--- config.mk ---
export PLATFORM = sky130hd
export DESIGN_NAME = serial_frame_deframer_crc16
export DESIGN_NICKNAME = d
export VERILOG_FILES = /design/src/hdl/sfd_pkg.sv /design/src/hdl/sfd_payload_ram.sv /design/src/hdl/sfd_parser.sv /design/src/hdl/serial_frame_deframer_crc16.sv
export SDC_FILE = /design/constraint.sdc
export NUM_CORES = 1
export LEC_CHECK = 0
export BUFFER_PORTS_ARGS = -buffer_cell sky130_fd_sc_hd__buf_2
export CORE_AREA = 8 8 149 221
export CTS_BUF_LIST = sky130_fd_sc_hd__clkbuf_4 sky130_fd_sc_hd__clkbuf_8 sky130_fd_sc_hd__clkbuf_16
export CTS_CLUSTER_SIZE = 30
export DETAILED_ROUTE_END_ITERATION = 12
export DIE_AREA = 0 0 157 229
export GPL_ROUTABILITY_DRIVEN = 0
export PLACE_DENSITY = 0.76
export SLEW_MARGIN = 10
export SYNTH_ARGS = -nofsm -noshare
export SYNTH_HDL_FRONTEND = slang
export SYNTH_SLANG_ARGS = --single-unit
--- constraint.sdc ---
create_clock -name i_clk -period 3.5 [get_ports i_clk]
set_input_delay 0.35 -clock i_clk [delete_from_list [all_inputs] [get_ports i_clk]]
set_output_delay 0.35 -clock i_clk [all_outputs]
set_load 0.02 [all_outputs]
--- src/hdl/sfd_pkg.sv ---
// Shared types, codes and the CRC-16/XMODEM byte update for the serial frame deframer.
// No dependencies; used by sfd_parser and the top level in hdl/.
package sfd_pkg;

    // escape and frame constants
    localparam logic [7:0]  ESC_BYTE   = 8'h7D;
    localparam logic [7:0]  ESC_FLAG   = 8'h5E;
    localparam logic [7:0]  ESC_ESC    = 8'h5D;
    localparam logic [7:0]  FLAG_BYTE  = 8'h7E;
    localparam logic [7:0]  PKT_TYPE   = 8'h42;
    localparam logic [15:0] CRC_POLY   = 16'h1021;

    localparam int STORE_DEPTH = 32;
    localparam int IDX_W       = 5;
    localparam int CFG_IDX_W   = 1;
    localparam int CFG_DATA_W  = 8;

    typedef enum logic [CFG_IDX_W-1:0] {
        CFG_CHECK_CRC   = 1'b0,
        CFG_STRING_TYPE = 1'b1
    } t_cfg_idx;

    typedef enum logic [2:0] {
        ST_OK         = 3'd0,
        ST_BAD_TYPE   = 3'd1,
        ST_CRC        = 3'd2,
        ST_TOO_LONG   = 3'd3,
        ST_NOT_STRING = 3'd4
    } t_status;

    typedef enum logic [2:0] {
        PH_TYPE    = 3'd0,
        PH_DEST_LO = 3'd1,
        PH_DEST_HI = 3'd2,
        PH_MSG     = 3'd3,
        PH_GROUP   = 3'd4,
        PH_LEN     = 3'd5,
        PH_BODY    = 3'd6
    } t_phase;

    typedef enum logic [2:0] {
        SQ_IDLE   = 3'd0,
        SQ_FEED1  = 3'd1,
        SQ_CLEAR  = 3'd2,
        SQ_FEED2  = 3'd3,
        SQ_ONE    = 3'd4,
        SQ_RUN_RD = 3'd5,
        SQ_RUN_WR = 3'd6
    } t_seq;

    typedef enum logic [1:0] {
        RQ_NONE   = 2'd0,
        RQ_SINGLE = 2'd1,
        RQ_RUN    = 2'd2
    } t_req_kind;

    typedef struct packed {
        logic [7:0] raw_byte;
        logic       buffer_start;
    } t_in_item;

    typedef struct packed {
        logic [15:0]      dest_address;
        logic [7:0]       message_type;
        logic [7:0]       group_id;
        logic [7:0]       payload_length;
        logic [7:0]       payload_byte;
        logic [IDX_W-1:0] byte_index;
        logic             has_payload;
        logic [2:0]       status;
        logic             last;
    } t_out_item;

    typedef struct packed {
        logic [15:0] dest;
        logic [7:0]  msg_code;
        logic [7:0]  group;
        logic [7:0]  length;
    } t_hdr;

    // sequencer -> parser
    typedef struct packed {
        logic       feed;
        logic [7:0] fbyte;
        logic       clear;
        logic       esc_clr;
        logic       esc_set;
    } t_feed_ctl;

    // parser -> sequencer, valid in the cycle of the feed
    typedef struct packed {
        t_req_kind  kind;
        logic [2:0] status;
    } t_feed_rsp;

    typedef struct packed {
        logic esc;
        logic discard;
    } t_parse_flags;

    function automatic logic [15:0] crc16_byte(input logic [15:0] crc, input logic [7:0] data);
        logic [15:0] c;
        c = crc ^ {data, 8'h00};
        for (int i = 0; i < 8; i++) begin
            c = c[15] ? ({c[14:0], 1'b0} ^ CRC_POLY) : {c[14:0], 1'b0};
        end
        return c;
    endfunction

endpackage

--- src/hdl/sfd_payload_ram.sv ---
// Payload store: one write port, one read port with registered read data.
// Standalone; depth and address width come from the top level.
module sfd_payload_ram #(
    parameter int DEPTH  = 32,
    parameter int ADDR_W = 5
) (
    input  logic              i_clk,
    input  logic              i_we,
    input  logic [ADDR_W-1:0] i_waddr,
    input  logic [7:0]        i_wdata,
    input  logic              i_re,
    input  logic [ADDR_W-1:0] i_raddr,
    output logic [7:0]        o_rdata
);

    logic [7:0] r_mem [DEPTH];
    logic [7:0] r_rdata;

    always_ff @(posedge i_clk) begin
        if (i_we) begin
            r_mem[i_waddr] <= i_wdata;
        end
    end

    always_ff @(posedge i_clk) begin
        if (i_re) begin
            r_rdata <= r_mem[i_raddr];
        end
    end

    assign o_rdata = r_rdata;

endmodule

--- src/hdl/sfd_parser.sv ---
// Frame parser: header/CRC/escape/discard state and one unescaped byte per feed.
// Depends on sfd_pkg; drives the payload store write port.
module sfd_parser #(
    parameter int CAPACITY = 32,
    parameter int ADDR_W   = 5
) (
    input  logic                 i_clk,
    input  logic                 i_rst_n,
    input  sfd_pkg::t_feed_ctl   i_ctl,
    input  logic                 i_check_crc,
    input  logic [7:0]           i_string_type,
    output sfd_pkg::t_hdr        o_hdr,
    output sfd_pkg::t_feed_rsp   o_rsp,
    output sfd_pkg::t_parse_flags o_flags,
    output logic                 o_wr_en,
    output logic [ADDR_W-1:0]    o_wr_addr,
    output logic [7:0]           o_wr_data
);

    // count runs to length + 1 (CRC low byte seen)
    localparam int CW = $clog2(CAPACITY + 2);

    sfd_pkg::t_phase r_phase, n_phase;
    logic            r_esc, n_esc;
    logic            r_discard, n_discard;
    sfd_pkg::t_hdr   r_hdr, n_hdr;
    logic [CW-1:0]   r_count, n_count;
    logic [15:0]     r_crc, n_crc;
    logic [7:0]      r_crc_lo, n_crc_lo;

    logic [15:0] crc_in;
    logic [15:0] crc_nx;
    logic [15:0] rx_crc;
    logic [7:0]  count8;

    assign crc_in = (r_phase == sfd_pkg::PH_TYPE) ? 16'h0000 : r_crc;
    assign crc_nx = sfd_pkg::crc16_byte(crc_in, i_ctl.fbyte);
    assign rx_crc = {i_ctl.fbyte, r_crc_lo};
    assign count8 = 8'(r_count);

    always_comb begin
        n_phase   = r_phase;
        n_esc     = r_esc;
        n_discard = r_discard;
        n_hdr     = r_hdr;
        n_count   = r_count;
        n_crc     = r_crc;
        n_crc_lo  = r_crc_lo;
        o_rsp     = '{kind: sfd_pkg::RQ_NONE, status: sfd_pkg::ST_OK};
        o_wr_en   = 1'b0;
        if (i_ctl.clear) begin
            n_phase   = sfd_pkg::PH_TYPE;
            n_esc     = 1'b0;
            n_discard = 1'b0;
            n_hdr     = '0;
            n_count   = '0;
            n_crc     = '0;
            n_crc_lo  = '0;
        end else begin
            if (i_ctl.esc_clr) begin
                n_esc = 1'b0;
            end
            if (i_ctl.esc_set) begin
                n_esc = 1'b1;
            end
            if (i_ctl.feed && !r_discard) begin
                case (r_phase)
                    sfd_pkg::PH_TYPE: begin
                        n_hdr          = '0;
                        n_hdr.msg_code = i_ctl.fbyte;
                        n_count        = '0;
                        n_crc_lo       = '0;
                        n_crc          = crc_nx;
                        n_phase        = sfd_pkg::PH_DEST_LO;
                    end
                    sfd_pkg::PH_DEST_LO: begin
                        // type byte is judged only once the next byte shows up
                        if (r_hdr.msg_code != sfd_pkg::PKT_TYPE) begin
                            n_hdr.msg_code = 8'h00;
                            o_rsp          = '{kind: sfd_pkg::RQ_SINGLE,
                                               status: sfd_pkg::ST_BAD_TYPE};
                            n_discard      = 1'b1;
                            n_phase        = sfd_pkg::PH_TYPE;
                        end else begin
                            n_hdr.dest = {8'h00, i_ctl.fbyte};
                            n_crc      = crc_nx;
                            n_phase    = sfd_pkg::PH_DEST_HI;
                        end
                    end
                    sfd_pkg::PH_DEST_HI: begin
                        n_hdr.dest[15:8] = i_ctl.fbyte;
                        n_crc            = crc_nx;
                        n_phase          = sfd_pkg::PH_MSG;
                    end
                    sfd_pkg::PH_MSG: begin
                        n_hdr.msg_code = i_ctl.fbyte;
                        n_crc          = crc_nx;
                        n_phase        = sfd_pkg::PH_GROUP;
                    end
                    sfd_pkg::PH_GROUP: begin
                        n_hdr.group = i_ctl.fbyte;
                        n_crc       = crc_nx;
                        n_phase     = sfd_pkg::PH_LEN;
                    end
                    sfd_pkg::PH_LEN: begin
                        n_hdr.length = i_ctl.fbyte;
                        if (i_ctl.fbyte > 8'(CAPACITY)) begin
                            o_rsp     = '{kind: sfd_pkg::RQ_SINGLE,
                                          status: sfd_pkg::ST_TOO_LONG};
                            n_discard = 1'b1;
                            n_phase   = sfd_pkg::PH_TYPE;
                        end else begin
                            n_crc   = crc_nx;
                            n_count = '0;
                            n_phase = sfd_pkg::PH_BODY;
                        end
                    end
                    sfd_pkg::PH_BODY: begin
                        if (count8 < r_hdr.length) begin
                            o_wr_en = 1'b1;
                            n_crc   = crc_nx;
                            n_count = r_count + CW'(1);
                        end else if (count8 == r_hdr.length) begin
                            n_crc_lo = i_ctl.fbyte;
                            n_count  = r_count + CW'(1);
                        end else begin
                            n_phase = sfd_pkg::PH_TYPE;
                            if (i_check_crc && (rx_crc != r_crc)) begin
                                o_rsp     = '{kind: sfd_pkg::RQ_SINGLE,
                                              status: sfd_pkg::ST_CRC};
                                n_discard = 1'b1;
                            end else if (r_hdr.msg_code != i_string_type) begin
                                o_rsp = '{kind: sfd_pkg::RQ_SINGLE,
                                          status: sfd_pkg::ST_NOT_STRING};
                            end else if (r_hdr.length == 8'h00) begin
                                o_rsp = '{kind: sfd_pkg::RQ_SINGLE,
                                          status: sfd_pkg::ST_OK};
                            end else begin
                                o_rsp = '{kind: sfd_pkg::RQ_RUN,
                                          status: sfd_pkg::ST_OK};
                            end
                        end
                    end
                    default: begin
                        n_phase = sfd_pkg::PH_TYPE;
                    end
                endcase
            end
        end
    end

    always_ff @(posedge i_clk) begin
        if (!i_rst_n) begin
            r_phase   <= sfd_pkg::PH_TYPE;
            r_esc     <= 1'b0;
            r_discard <= 1'b0;
            r_hdr     <= '0;
            r_count   <= '0;
            r_crc     <= '0;
            r_crc_lo  <= '0;
        end else begin
            r_phase   <= n_phase;
            r_esc     <= n_esc;
            r_discard <= n_discard;
            r_hdr     <= n_hdr;
            r_count   <= n_count;
            r_crc     <= n_crc;
            r_crc_lo  <= n_crc_lo;
        end
    end

    assign o_hdr           = r_hdr;
    assign o_flags.esc     = r_esc;
    assign o_flags.discard = r_discard;
    assign o_wr_addr       = r_count[ADDR_W-1:0];
    assign o_wr_data       = i_ctl.fbyte;

endmodule

--- src/hdl/serial_frame_deframer_crc16.sv ---
// Serial frame deframer with CRC-16/XMODEM check, top level.
// The input is taken only in SQ_IDLE; each byte then passes SQ_FEED1, SQ_CLEAR and SQ_FEED2
// before the next is taken. A single result adds SQ_ONE, a payload run adds SQ_RUN_RD (one
// read of the payload store) and SQ_RUN_WR (the load of the output register) per payload
// byte, and a stalled output holds SQ_ONE and SQ_RUN_WR.
// Reset (i_rst_n low, synchronous) clears parser, escape, discard and config to defaults.
module serial_frame_deframer_crc16 #(
    parameter int MAX_PAYLOAD = 32
) (
    input  logic                           i_clk,
    input  logic                           i_rst_n,
    input  logic                           i_in_valid,
    output logic                           o_in_stall,
    input  sfd_pkg::t_in_item              i_in_item,
    output logic                           o_out_valid,
    input  logic                           i_out_stall,
    output sfd_pkg::t_out_item             o_out_item,
    input  logic                           i_cfg_we,
    input  logic [sfd_pkg::CFG_IDX_W-1:0]  i_cfg_idx,
    input  logic [sfd_pkg::CFG_DATA_W-1:0] i_cfg_data
);

    localparam int CAP    = (MAX_PAYLOAD < sfd_pkg::STORE_DEPTH) ? MAX_PAYLOAD
                                                                 : sfd_pkg::STORE_DEPTH;
    localparam int ADDR_W = (CAP > 1) ? $clog2(CAP) : 1;

    // configuration
    logic       r_check_crc;
    logic [7:0] r_string_type;

    always_ff @(posedge i_clk) begin
        if (!i_rst_n) begin
            r_check_crc   <= 1'b1;
            r_string_type <= 8'h00;
        end else if (i_cfg_we) begin
            case (i_cfg_idx)
                sfd_pkg::CFG_CHECK_CRC:   r_check_crc   <= i_cfg_data[0];
                sfd_pkg::CFG_STRING_TYPE: r_string_type <= i_cfg_data;
                default: ;
            endcase
        end
    end

    // parser and payload store
    sfd_pkg::t_feed_ctl    ctl;
    sfd_pkg::t_feed_rsp    rsp;
    sfd_pkg::t_hdr         hdr;
    sfd_pkg::t_parse_flags flags;
    logic                  wr_en;
    logic [ADDR_W-1:0]     wr_addr;
    logic [7:0]            wr_data;
    logic                  rd_en;
    logic [7:0]            rd_data;

    sfd_parser #(
        .CAPACITY (CAP),
        .ADDR_W   (ADDR_W)
    ) u_parser (
        .i_clk         (i_clk),
        .i_rst_n       (i_rst_n),
        .i_ctl         (ctl),
        .i_check_crc   (r_check_crc),
        .i_string_type (r_string_type),
        .o_hdr         (hdr),
        .o_rsp         (rsp),
        .o_flags       (flags),
        .o_wr_en       (wr_en),
        .o_wr_addr     (wr_addr),
        .o_wr_data     (wr_data)
    );

    // sequencer registers
    sfd_pkg::t_seq     r_state, n_state;
    logic [7:0]        r_byte;
    logic              r_start;
    logic              r_do_f1;
    logic              r_skip2;
    logic              r_second;
    logic [2:0]        r_status;
    logic [ADDR_W-1:0] r_k;

    sfd_payload_ram #(
        .DEPTH  (CAP),
        .ADDR_W (ADDR_W)
    ) u_store (
        .i_clk   (i_clk),
        .i_we    (wr_en),
        .i_waddr (wr_addr),
        .i_wdata (wr_data),
        .i_re    (rd_en),
        .i_raddr (r_k),
        .o_rdata (rd_data)
    );

    // output register
    sfd_pkg::t_out_item r_out, n_out;
    logic               r_out_valid;
    logic               out_free;
    logic               load_one;
    logic               load_run;
    logic               run_last;
    logic               in_acc;
    sfd_pkg::t_seq      resume;

    assign out_free = !r_out_valid || !i_out_stall;
    assign run_last = ((8'(r_k) + 8'd1) == hdr.length);
    assign in_acc   = i_in_valid && !o_in_stall;
    assign resume   = r_second ? sfd_pkg::SQ_IDLE : sfd_pkg::SQ_CLEAR;

    // next state
    always_comb begin
        n_state = r_state;
        case (r_state)
            sfd_pkg::SQ_IDLE: begin
                if (in_acc) n_state = sfd_pkg::SQ_FEED1;
            end
            sfd_pkg::SQ_FEED1, sfd_pkg::SQ_FEED2: begin
                case (rsp.kind)
                    sfd_pkg::RQ_SINGLE: n_state = sfd_pkg::SQ_ONE;
                    sfd_pkg::RQ_RUN:    n_state = sfd_pkg::SQ_RUN_RD;
                    default: begin
                        n_state = (r_state == sfd_pkg::SQ_FEED1) ? sfd_pkg::SQ_CLEAR
                                                                  : sfd_pkg::SQ_IDLE;
                    end
                endcase
            end
            sfd_pkg::SQ_CLEAR: n_state = sfd_pkg::SQ_FEED2;
            sfd_pkg::SQ_ONE: begin
                if (out_free) n_state = resume;
            end
            sfd_pkg::SQ_RUN_RD: n_state = sfd_pkg::SQ_RUN_WR;
            sfd_pkg::SQ_RUN_WR: begin
                if (out_free) n_state = run_last ? resume : sfd_pkg::SQ_RUN_RD;
            end
            default: n_state = sfd_pkg::SQ_IDLE;
        endcase
    end

    // state outputs
    always_comb begin
        ctl        = '0;
        ctl.fbyte  = r_byte;
        rd_en      = 1'b0;
        load_one   = 1'b0;
        load_run   = 1'b0;
        o_in_stall = 1'b1;
        case (r_state)
            sfd_pkg::SQ_IDLE: o_in_stall = 1'b0;
            sfd_pkg::SQ_FEED1: begin
                // pending escape: 7D 5E -> 7E, otherwise a plain 7D
                ctl.feed    = r_do_f1;
                ctl.fbyte   = (!r_start && (r_byte == sfd_pkg::ESC_FLAG)) ? sfd_pkg::FLAG_BYTE
                                                                          : sfd_pkg::ESC_BYTE;
                ctl.esc_clr = 1'b1;
            end
            sfd_pkg::SQ_CLEAR: ctl.clear = r_start;
            sfd_pkg::SQ_FEED2: begin
                if (!r_skip2) begin
                    if (r_byte == sfd_pkg::ESC_BYTE) ctl.esc_set = !flags.discard;
                    else                             ctl.feed    = 1'b1;
                end
            end
            sfd_pkg::SQ_ONE:    load_one = out_free;
            sfd_pkg::SQ_RUN_RD: rd_en    = 1'b1;
            sfd_pkg::SQ_RUN_WR: load_run = out_free;
            default: ;
        endcase
    end

    always_ff @(posedge i_clk) begin
        if (!i_rst_n) begin
            r_state <= sfd_pkg::SQ_IDLE;
        end else begin
            r_state <= n_state;
        end
    end

    always_ff @(posedge i_clk) begin
        if (in_acc) begin
            r_byte  <= i_in_item.raw_byte;
            r_start <= i_in_item.buffer_start;
            r_do_f1 <= flags.esc;
            r_skip2 <= !i_in_item.buffer_start && flags.esc &&
                       ((i_in_item.raw_byte == sfd_pkg::ESC_FLAG) ||
                        (i_in_item.raw_byte == sfd_pkg::ESC_ESC));
        end
        if ((r_state == sfd_pkg::SQ_FEED1) || (r_state == sfd_pkg::SQ_FEED2)) begin
            r_second <= (r_state == sfd_pkg::SQ_FEED2);
            r_status <= rsp.status;
            r_k      <= '0;
        end
        if (load_run && !run_last) begin
            r_k <= r_k + ADDR_W'(1);
        end
    end

    always_comb begin
        n_out.dest_address   = hdr.dest;
        n_out.message_type   = hdr.msg_code;
        n_out.group_id       = hdr.group;
        n_out.payload_length = hdr.length;
        if (load_run) begin
            n_out.payload_byte = rd_data;
            n_out.byte_index   = sfd_pkg::IDX_W'(r_k);
            n_out.has_payload  = 1'b1;
            n_out.status       = sfd_pkg::ST_OK;
            n_out.last         = run_last;
        end else begin
            n_out.payload_byte = 8'h00;
            n_out.byte_index   = '0;
            n_out.has_payload  = 1'b0;
            n_out.status       = r_status;
            n_out.last         = 1'b1;
        end
    end

    always_ff @(posedge i_clk) begin
        if (!i_rst_n) begin
            r_out_valid <= 1'b0;
        end else if (load_one || load_run) begin
            r_out_valid <= 1'b1;
        end else if (!i_out_stall) begin
            r_out_valid <= 1'b0;
        end
    end

    always_ff @(posedge i_clk) begin
        if (load_one || load_run) begin
            r_out <= n_out;
        end
    end

    assign o_out_valid = r_out_valid;
    assign o_out_item  = r_out;

`ifndef SYNTHESIS
    a_idx_in_len: assert property (@(posedge i_clk) disable iff (!i_rst_n)
        (r_out_valid && r_out.has_payload) |->
        ({3'b000, r_out.byte_index} < r_out.payload_length))
        else $error("payload index beyond frame length");

    a_esc_discard: assert property (@(posedge i_clk) disable iff (!i_rst_n)
        !(flags.esc && flags.discard))
        else $error("escape pending while discarding");

    a_run_len: assert property (@(posedge i_clk) disable iff (!i_rst_n)
        (r_state == sfd_pkg::SQ_RUN_RD) |-> (hdr.length != 8'h00))
        else $error("payload run started with zero length");

    a_run_read: assert property (@(posedge i_clk) disable iff (!i_rst_n)
        load_run |-> $past(rd_en) || $past(r_state == sfd_pkg::SQ_RUN_WR))
        else $error("run result loaded without a store read");
`endif

endmodule

* Word-level counts from Yosys, hierarchy flattened
Memory sizes are Yosys's and may differ from the RTL's. A register that Yosys moved wholly into a read port is not among the register bits.
Index checks and enable logic that the tools add are counted.
** Operators by class
- $add $sub $neg :: 3
- Order comparisons :: 2
- Equality and inequality tests :: 37
- Muxes and demuxes :: 83
- Bitwise operators :: 12
- Reductions and logical operators :: 49
** Operators by type and width (number)
- $mux W13 :: 8
- $mux W16 :: 5
- $pmux W8 S2 :: 5
- $pmux W16 S4 :: 1
- $mux W5 :: 10
- $eq A8 B7 Y1 const B :: 4
- $mux W8 :: 4
- $mux W1 :: 26
- $not A3 Y3 :: 8
- $pmux W8 S3 :: 1
- $mux W3 :: 7
- $pmux W3 S7 :: 1
- $eq A3 B3 Y1 const B :: 6
- $mux W6 :: 3
- $pmux W3 S6 :: 1
- $pmux W6 S3 :: 1
- $eq A6 B8 Y1 :: 2
- $ne A16 B16 Y1 :: 1
- $xor A16 B16 Y16 :: 1
- $pmux W5 S3 :: 1
- $reduce_and A3 Y1 :: 5
- $ne A2 B2 Y1 const B :: 7
- $reduce_bool A2 Y1 :: 7
- $eq A3 B2 Y1 const B :: 4
- 31 further kinds :: 67
** Storage, ports and cells
- Register bits after elaboration :: 166
- Memory bits (writable) :: 256
- Input bits :: 23
- Output and inout bits :: 60
- Memories kept :: 1
** Memories
- u_store.r_mem :: depth 32, bits a word 8, read ports 1, clocked after Yosys merged registers in 1, write ports 1, line sfd_payload_ram.sv:16 : logic [7:0] r_mem [DEPTH];

* Logic depth before layout (Yosys ltp)
- Depth in word-level cells :: 23
- Depth in mapped cells :: 14

* Hierarchy
A second synthesis with hierarchy kept.
** Unflattened totals
- Cells, all modules :: 1173
- Area total of the unflattened synthesis :: 17820.8 µm²
** Modules (own cells, without submodules)
- sfd_payload_ram :: times used 1, cells an instance 417, area an instance 10133.5 µm², sequential area each 7927.6 µm²
- sfd_parser :: times used 1, cells an instance 510, area an instance 4125.2 µm², sequential area each 1501.4 µm²
- serial_frame_deframer_crc16 :: times used 1, cells an instance 246, area an instance 3562.2 µm², sequential area each 2602.5 µm²

* Worst setup path before layout
Ideal clock, no wire load.
- Path kind :: register -> register
- From :: reg r_state[0]
- To :: reg r_out, in the netlist o_out_item[10] (data pin)
- Data arrival time :: 2988 ps
- Path slack :: 368 ps
- Stages on the path, launching flop included :: 7
- Cell sequence :: dfxtp_1 > buf_2 > inv_1 > nand2_1 > a21oi_1 > clkbuf_1 > and3_1
** Between the ends
- Longest elaborated chain between the ends :: 2
** RTL lines
- from (decl) :: line serial_frame_deframer_crc16.sv:73 : sfd_pkg::t_seq r_state, n_state;
- from (signal assigned) :: line serial_frame_deframer_crc16.sv:172 : r_state <= sfd_pkg::SQ_IDLE;
- from (signal assigned) :: line serial_frame_deframer_crc16.sv:174 : r_state <= n_state;
- $eq A3 B3 Y1 :: line serial_frame_deframer_crc16.sv:147 : case (r_state)
- $mux W1 :: line serial_frame_deframer_crc16.sv:147
- to (signal assigned) :: line serial_frame_deframer_crc16.sv:229 : r_out <= n_out;
- to (decl) :: line serial_frame_deframer_crc16.sv:96 : sfd_pkg::t_out_item r_out, n_out;
No other way between the ends.
A chain may end at the register's enable or synchronous reset.

==> reports/results.txt <==
Measured along the x axis, the die boundary spans 157 µm. The repair_antennas step left the layout with diodes totalling 0. The share of layout cells above drive strength 1 came out at 24.5%. The run gives 0.384 ns as the pre-CTS setup slack.

For the number of nets produced by synthesis, the log shows 1221. The biggest area contributor in the post-synthesis netlist is edfxtp_1. Clock skew on the completed layout was measured at 0.0290 ns.

Setup repair after global routing left no endpoint under its margin. TritonCTS built the clock tree. For the number of antenna violations at the first check in global routing, the log shows 0. The final routed DRC violation total came out at 0. The H-tree was split into 2 levels. The class of the most critical hold timing path is input pin to flip-flop. The run gives 70 as the number of distinct library cell variants in the gate-level netlist after synthesis. The number of setup buffers added after CTS is 0. The tools report the die outline area as 36000 µm².

The count of endpoints failing hold in the final timing report was 0; the maximum fanout encountered on the critical timing path was 8. The worst-case hold slack is 0.0239 ns. The number of buffers added by the clock tree synthesis step was 38; the worst supply voltage drop on vdd was 0.519 mV. After synthesis, the cell types taking the most area are edfxtp_1 58%, mux4_2 10%, dfxtp_1 9.9%, nor2_1 2.2%, xnor2_1 2.2%. The logs give 0 for the number of gates given a new drive strength after cts and 59.9% for the effective utilization at floorplan.

Yosys mapped a number of flops with a built-in enable equal to 342. Max-cap violations in this run came to 0. For this run, the detailed router's first-pass iteration total came to 5. The maximum number of buffers from clock root to sink was 3; the required arrival time at the worst endpoint was 3.97 ns. Buffers placed on the I/O ports in this run total 82. The count of clock tree sinks is 430, and the share of flip-flops with an asynchronous set or reset after synthesis is 0%.

The number of nets at the end of the flow came out at 1342. The utilization of the core after routing came out at 68.1%. After detailed routing, the number of vias per cell comes to 5.97. After detailed routing, the average wire length per cell comes to 22.5 µm. The synthesized area divided by synthesized cell count is 15.0 µm². From bottom edge to top edge, the die measures 229 µm. The flow ran to the end, and the final reports show no timing, DRC or antenna violations. The initialized floorplan defines 78 standard-cell rows. 83 I/O pins were placed.

Fill cells in the final layout number 1993. The tools report the number of instances in the synthesized netlist as 1186. The number of hold buffers added after CTS was 0. For the total global routing track utilization, the log shows 22.0%. The clock-pin slew of the registers on the worst-case setup and hold paths is 0.07 ns, and the detailed placement HPWL is 26.7 mm.

Setup violations remaining at the end of the flow were counted as 0. The logs give 10400 for the via count of the first global-routing pass and 33.0% for the remaining max-slew budget at the tightest pin. The post-synthesis instance area came out at 17800 µm². The synthesized design devotes to its leading area cell type 57.6% of total area. Once routing completed, OpenROAD measured the worst setup slack at 0.322 ns.

In this run, synthesis produced a sequential element count of 430. The tools report the cell at the root of the clock tree as clkbuf_16. The most common flop cell mapped by yosys was edfxtp_1. Wires add up to 39.0 mm. The number of warning messages in the yosys log is 0. The run gives 67.5% as the share of synthesized area occupied by flip-flops and latches. The number of cells on the worst reg-to-reg path is 11.

Summing internal, switching and leakage power gives 0.0116 W. The final critical delay including setup and external delays is 3.18 ns. The total number of vias came out at 10400. The number of DRC markers in iteration 0 is 801, and the number of cells traversed by the worst hold path is 1.

In the final timing run, aggregate negative setup slack is 0 ns. The post-route fraction of the period consumed by the critical path was 90.8%; the power per standard cell area was 574 nW/µm². Global routing finished with a remaining overflow of 0. The nature of the critical path endpoint is a flip-flop. The tools report the number of max-slew violations in the final report as 0.

The kind of start point of the critical path is a flip-flop. The first global-routing pass estimated 60.1 mm of wire. Slew at the pin closest to its max-slew limit: 0.994 ns.

Most common cell after layout, fill and taps aside: edfxtp_1. From synthesis to final layout, the design area changed by 13.7%. Leaving out fill and tap cells, the most frequent cells in the layout are 342 x edfxtp_1, 105 x nor2_1, 88 x dfxtp_1, 86 x nand2_1, 82 x buf_2. The critical path is of the flip-flop to flip-flop type. Entering global routing, the biggest net connects 68 pins. The logs give 0 for the residual antenna-violating net count after detailed routing and 0.54 ns for the clock insertion delay at the later pin of the skew report. Derived from the worst setup path, the maximum achievable clock frequency is 315 MHz. At the worst endpoint, the arrival time is 3.65 ns. The leakage power figure was 6.73 nW; the core region area was 29800 µm².
-- path summary, 6_finish.rpt --
| path | from | end | slack (ns) |
|---|---|---|---|
| worst max-delay path | r_byte[6] | r_state[2] | 0.32 |
| worst min register to register | u_parser.o_hdr[13] | o_out_item[31] | 0.44 |
| worst min-delay path | i_in_item[3] | r_byte[2] | 0.02 |
| worst max register to register | r_byte[6] | r_state[2] | 0.32 |
-- synth_stat cells (5+ instances only) --
library cell	n
o21ai_0	12
clkbuf_1	46
buf_2	11
and3_1	17
nand2_1	86
xnor2_1	45
a21oi_1	54
nor4_1	6
a31oi_1	7
xor2_1	19
a211oi_2	5
inv_1	23
mux2_2	8
ha_1	12
mux4_2	80
nor3_1	12
nor2_1	105
buf_1	7
nor2b_1	11
or3_1	21
nand2b_1	8
a211oi_1	5
o21ai_1	5
dfxtp_1	88
nand4_1	6
edfxtp_1	342
a22oi_1	9
and2_1	5
nand3_1	38
o31ai_1	6
mux2i_1	20
-- power by group --
part	internal, W	total [W]	switching [W]
sequential	0.00575	0.00589	0.000133
combinational	0.000590	0.00156	0.000968
clock	0.00240	0.00420	0.00179
-- final cells by class --
type,instances,area (µm²),area share (%)
clock inverter,19,200,0.988
multi-input combinational,664,5430,26.8
clock buffer,50,1060,5.25
sequential,430,12000,59.4
inverter,24,90.1,0.444
tap,400,500,2.47
timing repair buffer,149,951,4.69
-- cell families (layout without fill, tap and decap cells) --
logic type | after synthesis | after routing | share of synthesized area [%]
adders and majority gates | 12 | 12 | 0.842
muxes | 108 | 108 | 11.7
xor gates and xnor gates | 64 | 64 | 3.14
AOI/OAI and AO/OA | 139 | 139 | 5.29
buffers and inverters | 92 | 242 | 2.15
DFF | 430 | 430 | 67.5
and+or+nand+nor | 341 | 341 | 9.34
-- stage by stage --
step           area, µm²  std cells
3_5_place_dp       19000       1667
4_1_cts            20300       1736
2_1_floorplan      17800       1186
6_report           20300       1736
5_1_grt            20300       1736
3_3_place_gp       19000       1667
-- flip-flops by register name (all words and copies together) (netlist names), 3 cells and up --
| signal | cells |
|---|---|
| u_store.r_mem | 256 |
| o_out_item | 58 |
| u_parser.o_hdr | 40 |
| u_parser.r_crc | 16 |
| r_byte | 8 |
| r_string_type | 8 |
| u_parser.r_crc_lo | 8 |
| u_store.o_rdata | 8 |
| u_parser.r_count | 6 |
| r_k | 5 |
| r_state | 3 |
| r_status | 3 |
| u_parser.r_phase | 3 |
-- worst max-delay path, cell delays in order, from the launching register on --
cell and delay (ns):
edfxtp_1 0.51, and4b_1 0.28, and3_1 0.16, o21ai_1 0.18
inv_2 0.06, a2111oi_1 0.56, a21boi_1 0.22, nor3b_1 0.25
ha_1 0.28, nor2b_1 0.13, a2111oi_0 0.37, a41o_1 0.13
-- layer usage --
metal	routed length (µm)	up-vias	GRT usage (%)
li1	-	4750	-
met1	14400	5150	25.8
met2	20700	371	39.2
met3	2220	87	3.32
met4	1720	0	9.76
met5	0	-	0
Power figures use the tool's default switching activity.
